==> src/rtl/core/hjrb_pkg.sv <==
// ----------------------------------------------------------------------------
// hjrb_pkg: shared types and constants for the joystick report builder
// Action codes, register map, controller-to-datapath command bundle and the
// hat-angle encoding helper.
// ----------------------------------------------------------------------------
package hjrb_pkg;

    localparam int AXIS_SLOTS = 11;
    localparam int MAX_HATS   = 2;
    localparam int SLOT_W     = 4;
    localparam int APB_ADDR_W = 4;

    typedef enum logic [2:0] {
        ACT_SET_BUTTON = 3'd0,
        ACT_SET_AXIS   = 3'd1,
        ACT_SET_HAT    = 3'd2,
        ACT_SET_RANGE  = 3'd3,
        ACT_SEND       = 3'd4
    } action_t;

    // register map (word index = paddr[3:2])
    localparam logic [1:0] REG_BUTTON_COUNT = 2'd0;
    localparam logic [1:0] REG_HAT_COUNT    = 2'd1;
    localparam logic [1:0] REG_AXIS_MASK    = 2'd2;
    localparam logic [1:0] REG_AUTO_SEND    = 2'd3;

    localparam logic [5:0]  BUTTON_COUNT_RST = 6'd32;
    localparam logic [1:0]  HAT_COUNT_RST    = 2'd2;
    localparam logic [10:0] AXIS_MASK_RST    = 11'h7FF;
    localparam logic        AUTO_SEND_RST    = 1'b1;

    localparam logic signed [15:0] HAT_RELEASED   = -16'sd1;
    localparam logic signed [15:0] RANGE_HIGH_RST = 16'sd1023;
    localparam logic [15:0]        AXIS_MIN_WORD  = 16'h8001;   // -32767
    localparam logic [3:0]         HAT_CODE_IDLE  = 4'd8;

    // floor(a / 45) = (a * 46604) >> 21, exact for a < 2^15
    localparam logic [15:0] DIV45_MULT  = 16'd46604;
    localparam int          DIV45_SHIFT = 21;

    typedef enum logic [1:0] {
        SRC_BUTTON  = 2'd0,
        SRC_HAT     = 2'd1,
        SRC_AXIS_LO = 2'd2,
        SRC_AXIS_HI = 2'd3
    } byte_src_t;

    typedef struct packed {
        logic              accept;
        logic              prep;
        logic              div_load;
        logic              div_step;
        logic              emit;
        logic              last;
        byte_src_t         src;
        logic [SLOT_W-1:0] slot;
    } hjrb_cmd_t;

    // (angle mod 360) / 45 equals floor(angle / 45) mod 8
    function automatic logic [3:0] hat_code(input logic signed [15:0] angle);
        logic [30:0] prod;
        prod = 31'(angle[14:0]) * 31'(DIV45_MULT);
        if (angle[15])
            return HAT_CODE_IDLE;
        return {1'b0, prod[DIV45_SHIFT+2:DIV45_SHIFT]};
    endfunction

endpackage

==> src/rtl/core/hjrb_datapath.sv <==
// ----------------------------------------------------------------------------
// hjrb_datapath: report state storage, axis scaling and output register
// Holds buttons, hats, axes and ranges; clamps and scales one axis at a time
// through a bit-serial restoring divider; registers each report byte.
// ----------------------------------------------------------------------------
module hjrb_datapath #(
    parameter int MAX_BUTTONS = 32,
    localparam int BTN_BYTES  = (MAX_BUTTONS + 7) / 8,
    localparam int BIW        = (BTN_BYTES > 1) ? $clog2(BTN_BYTES) : 1
) (
    input  logic                   clk,
    input  logic                   rst_n,
    input  hjrb_pkg::hjrb_cmd_t    cmd,
    input  logic [BIW-1:0]         btn_sel,
    input  logic [2:0]             action,
    input  logic [4:0]             index,
    input  logic signed [15:0]     value,
    input  logic signed [15:0]     range_end,
    input  logic [5:0]             button_count,
    input  logic [1:0]             hat_count,
    output logic                   upd_ok,
    output logic [7:0]             report_byte,
    output logic                   last_byte,
    output logic                   report_valid
);

    logic [7:0]         btn_bytes_reg [BTN_BYTES];
    logic signed [15:0] hat_reg       [hjrb_pkg::MAX_HATS];
    logic signed [15:0] axis_val_reg  [hjrb_pkg::AXIS_SLOTS];
    logic signed [15:0] rlo_reg       [hjrb_pkg::AXIS_SLOTS];
    logic signed [15:0] rhi_reg       [hjrb_pkg::AXIS_SLOTS];

    logic [15:0] x_reg;
    logic [15:0] d_reg;
    logic        empty_reg;
    logic [15:0] rem_reg;
    logic [15:0] q_reg;

    logic [7:0]  byte_reg;
    logic        last_reg;
    logic        valid_reg;

    logic btn_ok;
    logic axis_ok;
    logic hat_ok;
    logic rng_ok;

    logic signed [15:0] lo;
    logic signed [15:0] hi;
    logic signed [15:0] v;
    logic signed [15:0] rmin;
    logic signed [15:0] rmax;
    logic signed [15:0] vc;
    logic signed [16:0] x_full;
    logic signed [16:0] d_full;
    logic [31:0]        num;
    logic [16:0]        r17;
    logic [16:0]        r17_sub;
    logic [15:0]        word;
    logic [7:0]         byte_mux;

    // update qualification
    always_comb
    begin
        btn_ok  = (action == hjrb_pkg::ACT_SET_BUTTON) && ({1'b0, index} < button_count)
                  && (int'(index) < MAX_BUTTONS);
        axis_ok = (action == hjrb_pkg::ACT_SET_AXIS) && (index < 5'(hjrb_pkg::AXIS_SLOTS));
        hat_ok  = (action == hjrb_pkg::ACT_SET_HAT) && (index < {3'd0, hat_count})
                  && (index < 5'(hjrb_pkg::MAX_HATS));
        rng_ok  = (action == hjrb_pkg::ACT_SET_RANGE) && (index < 5'(hjrb_pkg::AXIS_SLOTS));
        upd_ok  = btn_ok || axis_ok || hat_ok;
    end

    always_ff @(posedge clk or negedge rst_n)
    begin
        if (!rst_n)
        begin
            for (int b = 0; b < BTN_BYTES; b++)
                btn_bytes_reg[b] <= '0;
            for (int h = 0; h < hjrb_pkg::MAX_HATS; h++)
                hat_reg[h] <= hjrb_pkg::HAT_RELEASED;
            for (int a = 0; a < hjrb_pkg::AXIS_SLOTS; a++)
            begin
                axis_val_reg[a] <= '0;
                rlo_reg[a]      <= '0;
                rhi_reg[a]      <= hjrb_pkg::RANGE_HIGH_RST;
            end
        end
        else if (cmd.accept)
        begin
            for (int b = 0; b < BTN_BYTES; b++)
                if (btn_ok && (int'(index[4:3]) == b))
                    btn_bytes_reg[b][index[2:0]] <= (value != 16'sd0);
            if (hat_ok)
                hat_reg[index[0]] <= value;
            if (axis_ok)
                axis_val_reg[index[3:0]] <= value;
            if (rng_ok)
            begin
                rlo_reg[index[3:0]] <= value;
                rhi_reg[index[3:0]] <= range_end;
            end
        end
    end

    // clamp, reflect and offset of the selected axis
    always_comb
    begin
        lo     = rlo_reg[cmd.slot];
        hi     = rhi_reg[cmd.slot];
        v      = axis_val_reg[cmd.slot];
        rmin   = (lo < hi) ? lo : hi;
        rmax   = (lo < hi) ? hi : lo;
        vc     = (v < rmin) ? rmin : ((v > rmax) ? rmax : v);
        x_full = (lo > hi) ? (17'(rmax) - 17'(vc)) : (17'(vc) - 17'(rmin));
        d_full = 17'(rmax) - 17'(rmin);
        // x * 65534 = (x << 16) - (x << 1)
        num     = {x_reg, 16'd0} - {15'd0, x_reg, 1'b0};
        r17     = {rem_reg, q_reg[15]};
        r17_sub = r17 - {1'b0, d_reg};
        word    = (empty_reg ? 16'd0 : q_reg) + hjrb_pkg::AXIS_MIN_WORD;
    end

    // quotient < 2^16 because x <= d, so 16 steps cover it
    always_ff @(posedge clk)
    begin
        if (cmd.prep)
        begin
            x_reg     <= x_full[15:0];
            d_reg     <= d_full[15:0];
            empty_reg <= (lo == hi);
        end
        if (cmd.div_load)
        begin
            rem_reg <= num[31:16];
            q_reg   <= num[15:0];
        end
        else if (cmd.div_step)
        begin
            if (r17 >= {1'b0, d_reg})
            begin
                rem_reg <= r17_sub[15:0];
                q_reg   <= {q_reg[14:0], 1'b1};
            end
            else
            begin
                rem_reg <= r17[15:0];
                q_reg   <= {q_reg[14:0], 1'b0};
            end
        end
    end

    always_comb
    begin
        case (cmd.src)
            hjrb_pkg::SRC_BUTTON:  byte_mux = btn_bytes_reg[btn_sel];
            hjrb_pkg::SRC_HAT:     byte_mux = {hjrb_pkg::hat_code(hat_reg[1]),
                                               hjrb_pkg::hat_code(hat_reg[0])};
            hjrb_pkg::SRC_AXIS_LO: byte_mux = word[7:0];
            hjrb_pkg::SRC_AXIS_HI: byte_mux = word[15:8];
            default:               byte_mux = '0;
        endcase
    end

    always_ff @(posedge clk or negedge rst_n)
    begin
        if (!rst_n)
        begin
            valid_reg <= 1'b0;
            last_reg  <= 1'b0;
        end
        else
        begin
            valid_reg <= cmd.emit;
            last_reg  <= cmd.emit && cmd.last;
        end
    end

    always_ff @(posedge clk)
    begin
        if (cmd.emit)
            byte_reg <= byte_mux;
    end

    assign report_byte  = byte_reg;
    assign last_byte    = last_reg;
    assign report_valid = valid_reg;

endmodule

==> src/rtl/core/hjrb_ctrl.sv <==
// ----------------------------------------------------------------------------
// hjrb_ctrl: report sequencer
// Accepts commands, decides whether a report goes out, and walks the button
// bytes, hat byte and enabled axes, driving the datapath one step a cycle.
// ----------------------------------------------------------------------------
module hjrb_ctrl #(
    parameter int MAX_BUTTONS = 32,
    localparam int BTN_BYTES  = (MAX_BUTTONS + 7) / 8,
    localparam int BIW        = (BTN_BYTES > 1) ? $clog2(BTN_BYTES) : 1,
    localparam int NBW        = $clog2(BTN_BYTES + 1)
) (
    input  logic                clk,
    input  logic                rst_n,
    input  logic                start,
    input  logic [2:0]          action,
    input  logic                upd_ok,
    input  logic                auto_send,
    input  logic [5:0]          button_count,
    input  logic [1:0]          hat_count,
    input  logic [10:0]         axis_mask,
    output logic                busy,
    output logic [BIW-1:0]      btn_sel,
    output hjrb_pkg::hjrb_cmd_t cmd
);

    typedef enum logic [8:0] {
        ST_IDLE  = 9'b000000001,
        ST_BTN   = 9'b000000010,
        ST_HAT   = 9'b000000100,
        ST_AXSEL = 9'b000001000,
        ST_PREP  = 9'b000010000,
        ST_LOAD  = 9'b000100000,
        ST_DIV   = 9'b001000000,
        ST_LO    = 9'b010000000,
        ST_HI    = 9'b100000000
    } state_t;

    state_t                      state_reg, state_next;
    logic [NBW-1:0]              btn_cnt_reg, btn_cnt_next;
    logic [hjrb_pkg::SLOT_W-1:0] slot_reg, slot_next;
    logic [10:0]                 pend_reg, pend_next;
    logic [3:0]                  div_cnt_reg, div_cnt_next;

    logic [3:0]     nbytes_raw;
    logic [NBW-1:0] nbytes;
    logic           hat_present;
    logic           btn_last;
    logic           accept;
    logic           send_now;

    always_comb
    begin
        nbytes_raw = 4'((7'(button_count) + 7'd7) >> 3);
        if (int'(nbytes_raw) > BTN_BYTES)
            nbytes = NBW'(BTN_BYTES);
        else
            nbytes = NBW'(nbytes_raw);
        hat_present = (hat_count != 2'd0);
        btn_last    = ((btn_cnt_reg + NBW'(1)) == nbytes);
        accept      = start && (state_reg == ST_IDLE);
        send_now    = (action == hjrb_pkg::ACT_SEND) || (auto_send && upd_ok);
    end

    always_comb
    begin
        state_next   = state_reg;
        btn_cnt_next = btn_cnt_reg;
        slot_next    = slot_reg;
        pend_next    = pend_reg;
        div_cnt_next = div_cnt_reg;
        cmd          = '0;
        cmd.src      = hjrb_pkg::SRC_BUTTON;
        cmd.slot     = slot_reg;
        cmd.accept   = accept;

        case (state_reg)
            ST_IDLE:
            begin
                if (accept && send_now)
                begin
                    btn_cnt_next = '0;
                    slot_next    = '0;
                    pend_next    = axis_mask;
                    if (nbytes != '0)
                        state_next = ST_BTN;
                    else if (hat_present)
                        state_next = ST_HAT;
                    else
                        state_next = ST_AXSEL;
                end
            end
            ST_BTN:
            begin
                cmd.emit = 1'b1;
                cmd.src  = hjrb_pkg::SRC_BUTTON;
                cmd.last = btn_last && !hat_present && (axis_mask == '0);
                if (btn_last)
                begin
                    if (hat_present)
                        state_next = ST_HAT;
                    else if (axis_mask == '0)
                        state_next = ST_IDLE;
                    else
                        state_next = ST_AXSEL;
                end
                else
                    btn_cnt_next = btn_cnt_reg + NBW'(1);
            end
            ST_HAT:
            begin
                cmd.emit   = 1'b1;
                cmd.src    = hjrb_pkg::SRC_HAT;
                cmd.last   = (axis_mask == '0);
                state_next = (axis_mask == '0) ? ST_IDLE : ST_AXSEL;
            end
            ST_AXSEL:
            begin
                if (pend_reg == '0)
                    state_next = ST_IDLE;
                else if (pend_reg[0])
                    state_next = ST_PREP;
                else
                begin
                    pend_next = pend_reg >> 1;
                    slot_next = slot_reg + hjrb_pkg::SLOT_W'(1);
                end
            end
            ST_PREP:
            begin
                cmd.prep   = 1'b1;
                state_next = ST_LOAD;
            end
            ST_LOAD:
            begin
                cmd.div_load = 1'b1;
                div_cnt_next = '0;
                state_next   = ST_DIV;
            end
            ST_DIV:
            begin
                cmd.div_step = 1'b1;
                div_cnt_next = div_cnt_reg + 4'd1;
                if (div_cnt_reg == 4'd15)
                    state_next = ST_LO;
            end
            ST_LO:
            begin
                cmd.emit   = 1'b1;
                cmd.src    = hjrb_pkg::SRC_AXIS_LO;
                state_next = ST_HI;
            end
            ST_HI:
            begin
                cmd.emit   = 1'b1;
                cmd.src    = hjrb_pkg::SRC_AXIS_HI;
                cmd.last   = (pend_reg[10:1] == '0);
                pend_next  = pend_reg >> 1;
                slot_next  = slot_reg + hjrb_pkg::SLOT_W'(1);
                state_next = (pend_reg[10:1] == '0) ? ST_IDLE : ST_AXSEL;
            end
            default:
            begin
                state_next = ST_IDLE;
            end
        endcase
    end

    always_ff @(posedge clk or negedge rst_n)
    begin
        if (!rst_n)
        begin
            state_reg   <= ST_IDLE;
            btn_cnt_reg <= '0;
            slot_reg    <= '0;
            pend_reg    <= '0;
            div_cnt_reg <= '0;
        end
        else
        begin
            state_reg   <= state_next;
            btn_cnt_reg <= btn_cnt_next;
            slot_reg    <= slot_next;
            pend_reg    <= pend_next;
            div_cnt_reg <= div_cnt_next;
        end
    end

    assign busy    = (state_reg != ST_IDLE);
    assign btn_sel = btn_cnt_reg[BIW-1:0];

endmodule

==> src/rtl/core/hid_joystick_report_builder.sv <==
// ----------------------------------------------------------------------------
// hid_joystick_report_builder: joystick HID input report generator
// Command-driven store of buttons, hats and axes that streams out a joystick
// input report one byte per strobe.
// ----------------------------------------------------------------------------
// A command is taken when start is high while busy is low. Button, axis and
// hat updates are stored at once; with auto_send set, a valid update (and any
// send command) starts a report, and busy stays high until its last byte has
// been issued. Range updates and invalid indexes never produce a report and
// leave busy low. Report bytes appear on report_byte for exactly one cycle
// each, flagged by report_valid, with last_byte on the final one; the
// receiver has no way to stall them. A report walks the button bytes, the hat
// byte, and then each axis slot up to the last enabled one, taking a select
// step per slot; an enabled axis adds clamp, load, 16 divider steps and two
// bytes. The per-axis cost is set by the restoring divider, which retires
// one quotient bit per cycle.
// ----------------------------------------------------------------------------
module hid_joystick_report_builder #(
    parameter int MAX_BUTTONS = 32
) (
    input  logic                            clk,
    input  logic                            rst_n,
    // command transaction
    input  logic                            start,
    output logic                            busy,
    input  logic [2:0]                      action,
    input  logic [4:0]                      index,
    input  logic signed [15:0]              value,
    input  logic signed [15:0]              range_end,
    // report bytes
    output logic                            report_valid,
    output logic [7:0]                      report_byte,
    output logic                            last_byte,
    // APB configuration
    input  logic                            psel,
    input  logic                            penable,
    input  logic                            pwrite,
    input  logic [hjrb_pkg::APB_ADDR_W-1:0] paddr,
    input  logic [31:0]                     pwdata,
    output logic [31:0]                     prdata,
    output logic                            pready
);

    localparam int BTN_BYTES = (MAX_BUTTONS + 7) / 8;
    localparam int BIW       = (BTN_BYTES > 1) ? $clog2(BTN_BYTES) : 1;

    logic [5:0]  button_count_reg;
    logic [1:0]  hat_count_reg;
    logic [10:0] axis_mask_reg;
    logic        auto_send_reg;

    logic                cfg_wr;
    logic                upd_ok;
    logic [BIW-1:0]      btn_sel;
    hjrb_pkg::hjrb_cmd_t cmd;

    // configuration registers: written on the APB access phase
    assign pready = 1'b1;
    assign cfg_wr = psel && penable && pwrite && pready;

    always_ff @(posedge clk or negedge rst_n)
    begin
        if (!rst_n)
        begin
            button_count_reg <= hjrb_pkg::BUTTON_COUNT_RST;
            hat_count_reg    <= hjrb_pkg::HAT_COUNT_RST;
            axis_mask_reg    <= hjrb_pkg::AXIS_MASK_RST;
            auto_send_reg    <= hjrb_pkg::AUTO_SEND_RST;
        end
        else if (cfg_wr)
        begin
            case (paddr[3:2])
                hjrb_pkg::REG_BUTTON_COUNT: button_count_reg <= pwdata[5:0];
                hjrb_pkg::REG_HAT_COUNT:    hat_count_reg    <= pwdata[1:0];
                hjrb_pkg::REG_AXIS_MASK:    axis_mask_reg    <= pwdata[10:0];
                hjrb_pkg::REG_AUTO_SEND:    auto_send_reg    <= pwdata[0];
                default:                    ;
            endcase
        end
    end

    always_comb
    begin
        case (paddr[3:2])
            hjrb_pkg::REG_BUTTON_COUNT: prdata = {26'd0, button_count_reg};
            hjrb_pkg::REG_HAT_COUNT:    prdata = {30'd0, hat_count_reg};
            hjrb_pkg::REG_AXIS_MASK:    prdata = {21'd0, axis_mask_reg};
            hjrb_pkg::REG_AUTO_SEND:    prdata = {31'd0, auto_send_reg};
            default:                    prdata = '0;
        endcase
    end

    // sequencer: owns busy, walks the report layout
    hjrb_ctrl #(
        .MAX_BUTTONS (MAX_BUTTONS)
    ) u_ctrl (
        .clk          (clk),
        .rst_n        (rst_n),
        .start        (start),
        .action       (action),
        .upd_ok       (upd_ok),
        .auto_send    (auto_send_reg),
        .button_count (button_count_reg),
        .hat_count    (hat_count_reg),
        .axis_mask    (axis_mask_reg),
        .busy         (busy),
        .btn_sel      (btn_sel),
        .cmd          (cmd)
    );

    // storage, axis scaling and output register
    hjrb_datapath #(
        .MAX_BUTTONS (MAX_BUTTONS)
    ) u_datapath (
        .clk          (clk),
        .rst_n        (rst_n),
        .cmd          (cmd),
        .btn_sel      (btn_sel),
        .action       (action),
        .index        (index),
        .value        (value),
        .range_end    (range_end),
        .button_count (button_count_reg),
        .hat_count    (hat_count_reg),
        .upd_ok       (upd_ok),
        .report_byte  (report_byte),
        .last_byte    (last_byte),
        .report_valid (report_valid)
    );

    // bytes only come out of a transaction that was in progress
    a_valid_from_busy: assert property (@(posedge clk) disable iff (!rst_n)
        report_valid |-> $past(busy))
        else $error("report byte issued without a report in progress");

    // the final byte closes the report
    a_last_ends_report: assert property (@(posedge clk) disable iff (!rst_n)
        (report_valid && last_byte) |-> !busy)
        else $error("sequencer still busy after final report byte");

    // range updates never start a report
    a_range_no_report: assert property (@(posedge clk) disable iff (!rst_n)
        (start && !busy && (action == hjrb_pkg::ACT_SET_RANGE)) |=> !busy)
        else $error("range update started a report");

    // without auto-send only the send command starts a report
    a_no_auto_send: assert property (@(posedge clk) disable iff (!rst_n)
        (start && !busy && !auto_send_reg && (action != hjrb_pkg::ACT_SEND)) |=> !busy)
        else $error("update started a report with auto-send off");

endmodule
==> config.mk <==
export PLATFORM = sky130hd
export DESIGN_NAME = hid_joystick_report_builder
export DESIGN_NICKNAME = d
export VERILOG_FILES = /design/src/rtl/core/hjrb_pkg.sv /design/src/rtl/core/hjrb_datapath.sv /design/src/rtl/core/hjrb_ctrl.sv /design/src/rtl/core/hid_joystick_report_builder.sv
export SDC_FILE = /design/constraint.sdc
export NUM_CORES = 2
export LEC_CHECK = 0
export ABC_AREA = 1
export BUFFER_PORTS_ARGS = -buffer_cell sky130_fd_sc_hd__buf_2
export CAP_MARGIN = 30
export CORE_UTILIZATION = 30
export DETAILED_ROUTE_END_ITERATION = 8
export SLEW_MARGIN = 20
export SYNTH_ARGS = -nofsm -noshare
export SYNTH_HDL_FRONTEND = slang
export SYNTH_HIERARCHICAL = 1
export SYNTH_SLANG_ARGS = --single-unit
==> constraint.sdc <==
create_clock -name clk -period 19.81 [get_ports clk]
set_input_delay 3.962 -clock clk [delete_from_list [all_inputs] [get_ports clk]]
set_output_delay 3.962 -clock clk [all_outputs]
set_load 0.01 [all_outputs]
==> impl_metrics.py <==
metrics = {
    "sta": {
        "setup_viol": 0,
        "tns_ns": 0,
        "worst_slew_pin_slew_ns": 1.05,
        "slew_violations": 0,
        "hold_viol_final": 0,
        "min_period_ns": 9.90,
        "grt_setup_unrepaired": "no",
        "holdWs_ns": 0.478,
        "slew_headroom": 0.299,
        "finalClockSkew_ns": 0.0368,
        "max_freq_mhz": 101,
        "post-route-period-util": 0.500,
    },
    "cts": {
        "worst_skew_pair.late_latency_ns": 0.66,
        "htree_levels": 3,
        "postCtsResizedCells": 0,
        "cts_tree": "done",
        "clockRootBuffer": "clkbuf_16",
        "clock-sinks": 718,
        "cts_setup_buffers": 0,
        "numCtsBuffers": 80,
        "ctsHoldBuffers": 0,
        "clk_pin_slew_ns": 0.06,
        "clock_path_buffers": 3,
    },
    "detailed_routing": {
        "top_layer": "met5",
        "drc": 0,
        "final_antenna_net_count": 0,
        "first_iter_violations": 3364,
        "dr.pass1.iters": 6,
        "wire_per_inst_um": 17.2,
        "wirelength_um": 122000,
        "wl_met3_um": 7080,
        "met1_length_um": 57200,
        "via_per_inst": 4.96,
        "wl_met2_um": 55400,
        "num_vias": 35400,
    },
    "floorplanning": {
        "die_width_um": 381,
        "rows": 138,
        "coreArea_mm2": 0.142,
        "design.die.area_mm2": 0.145,
        "initial_core_util": 0.303,
        "boundaryPins": 126,
        "chipHeight_um": 381,
    },
    "critical_path": {
        "slowest_stage": "dfrtp_4",
        "arrival_ns": 10.28,
        "cp-start-kind": "flip-flop",
        "crit_top_cell": "nand2_1",
        "crit_fanout": 51,
        "crit_path_end_kind": "flip-flop",
        "rrSetupSlack_ns": 9.91,
        "crit_type": "flip-flop to flip-flop",
        "r2r_cells": 50,
        "timing.rr.end": "u_datapath/x_reg[15]$_DFFE_PP_",
        "crit_path_max_incr_delay_ns": 0.73,
        "timing.rr.start": "u_ctrl/slot_reg[1]$_DFFE_PN0P_",
        "critical_path_required_ns": 20.19,
    },
    "yosys": {
        "yosys_register_bits": 718,
        "syn_avg_cell_area_um2": 8.20,
        "synth_most_common_cell": "nand2_1",
        "synth.top_cell.area_share": 0.284,
        "synth_edf_count": 73,
        "ys_types": 67,
        "synth_area_mm2": 0.0430,
        "synth_ff_type": "dfrtp_1",
        "synth.top_cells.by_area": "dfrtp_1 28%, o21ai_0 11%, nand2_1 11%",
        "synth_top_cell_by_area": "dfrtp_1",
        "yosysWarnings": 6,
        "ys_seq_area_frac": 0.431,
        "netlist_instances": 5239,
        "async_flop_share": 0.898,
        "netlist_top_cells_count": "1208 x nand2_1, 940 x o21ai_0, 488 x dfrtp_1",
    },
    "global_route": {
        "grt_pass1_vias": 33800,
        "track_usage": 0.167,
        "grt_max_degree": 167,
        "gr-total-overflow": 0,
        "grt_pass1_wl_um": 194000,
        "antenna_found_initial": 5,
    },
    "final_layout": {
        "syn_to_final_growth_pct": 11.1,
        "layout.nets": 5580,
        "drive_gt1_frac": 0.110,
        "fillCellCount": 14800,
    },
    "placement": {
        "hpwlAfterDp_um": 78700,
        "routabilityCongestion": 0.892,
        "port_buffers": 80,
    },
    "min_path": {
        "worstHoldPathType": "flip-flop to flip-flop",
        "min_from": "u_datapath/rlo_reg[159]$_DFFE_PN0P_",
        "hold-path-endpoint": "u_datapath/rlo_reg[159]$_DFFE_PN0P_",
        "hold_path_depth": 2,
    },
    "job": {
        "maxCapViolations": 0,
    },
    "run_status": {
        "outcome": "completed",
    },
}
==> area by class of cell <==
| class | instances | area [um^2] | area share |
|---|---|---|---|
| Sequential cell | 718 | 18500 | 0.388 |
| Inverter | 486 | 1840 | 0.0385 |
| Tap cell | 1890 | 2360 | 0.0495 |
| Antenna cell | 1 | 2.50 | 0.0000524 |
| Multi-Input combinational cell | 3733 | 21100 | 0.442 |
| Clock inverter | 35 | 343 | 0.00718 |
| Timing Repair Buffer | 147 | 1130 | 0.0236 |
| Clock buffer | 114 | 2410 | 0.0505 |
==> metrics by stage <==
stage / instances / utilization / worst slack, ns / cell area (um^2)
3_5_place_dp: 6970 / 0.317 / 9.96 / 44900
3_3_place_gp: 6956 / 0.315 / 9.99 / 44700
5_1_grt: 7123 / 0.336 / 9.13 / 47800
4_1_cts: 7119 / 0.336 / 9.89 / 47700
2_1_floorplan: 5259 / - / 11.42 / 43100
6_report: 7124 / 0.336 / 9.91 / 47800
==> metal layers <==
metal  vias to the layer above  GRT usage
li1                      17200          -
met4                         4     0.0402
met2                       996      0.265
met3                       141     0.0223
met5                         -          0
met1                     17000      0.238
==> kinds of logic (layout without fill, tap and decap cells) <==
family | Yosys count | count (layout) | synth area share
mux | 2 | 2 | 0.000466
flops | 718 | 718 | 0.431
simple gates | 1943 | 1943 | 0.184
xor+xnor | 87 | 87 | 0.0177
other cells | 2 | 23 | 0.000175
compound gates | 1347 | 1347 | 0.176
buf+inv | 808 | 782 | 0.0800
fa+ha+maj | 332 | 332 | 0.110
==> layout by cell type, fill, tap and decap left out, drive strengths merged, types with 62 or more instances in the layout <==
cell type / count
nand2: 1234
o21ai: 1026
inv: 490
dfrtp: 488
nor2: 434
ha: 253
nand3: 196
dfstp: 157
buf: 147
clkbuf: 114
a21oi: 108
fa: 79
edfxtp: 73
o221ai: 62
==> worst max-delay path by stage <==
stage                                      to  cells past startpoint                            from
3_5_place_dp   u_datapath/x_reg[15]$_DFFE_PP_                     50  u_ctrl/slot_reg[1]$_DFFE_PN0P_
3_3_place_gp   u_datapath/x_reg[15]$_DFFE_PP_                     51  u_ctrl/slot_reg[1]$_DFFE_PN0P_
4_1_cts        u_datapath/x_reg[15]$_DFFE_PP_                     50  u_ctrl/slot_reg[1]$_DFFE_PN0P_
6_report       u_datapath/x_reg[15]$_DFFE_PP_                     50  u_ctrl/slot_reg[1]$_DFFE_PN0P_
5_1_grt        u_datapath/x_reg[15]$_DFFE_PP_                     50  u_ctrl/slot_reg[1]$_DFFE_PN0P_
2_1_floorplan                       prdata[1]                      3                        paddr[3]
==> critical path: cells and delay by family (launching register included) <==
family | cells | cell delay (ns)
compound gates | 16 | 3.02
buf+inv | 8 | 2.58
simple gates | 23 | 2.13
fa+ha+maj | 3 | 1.06
flops | 1 | 0.73
Power is not shown: default switching activity piles up to over one toggle a cycle in this logic, so the estimate is an artifact.
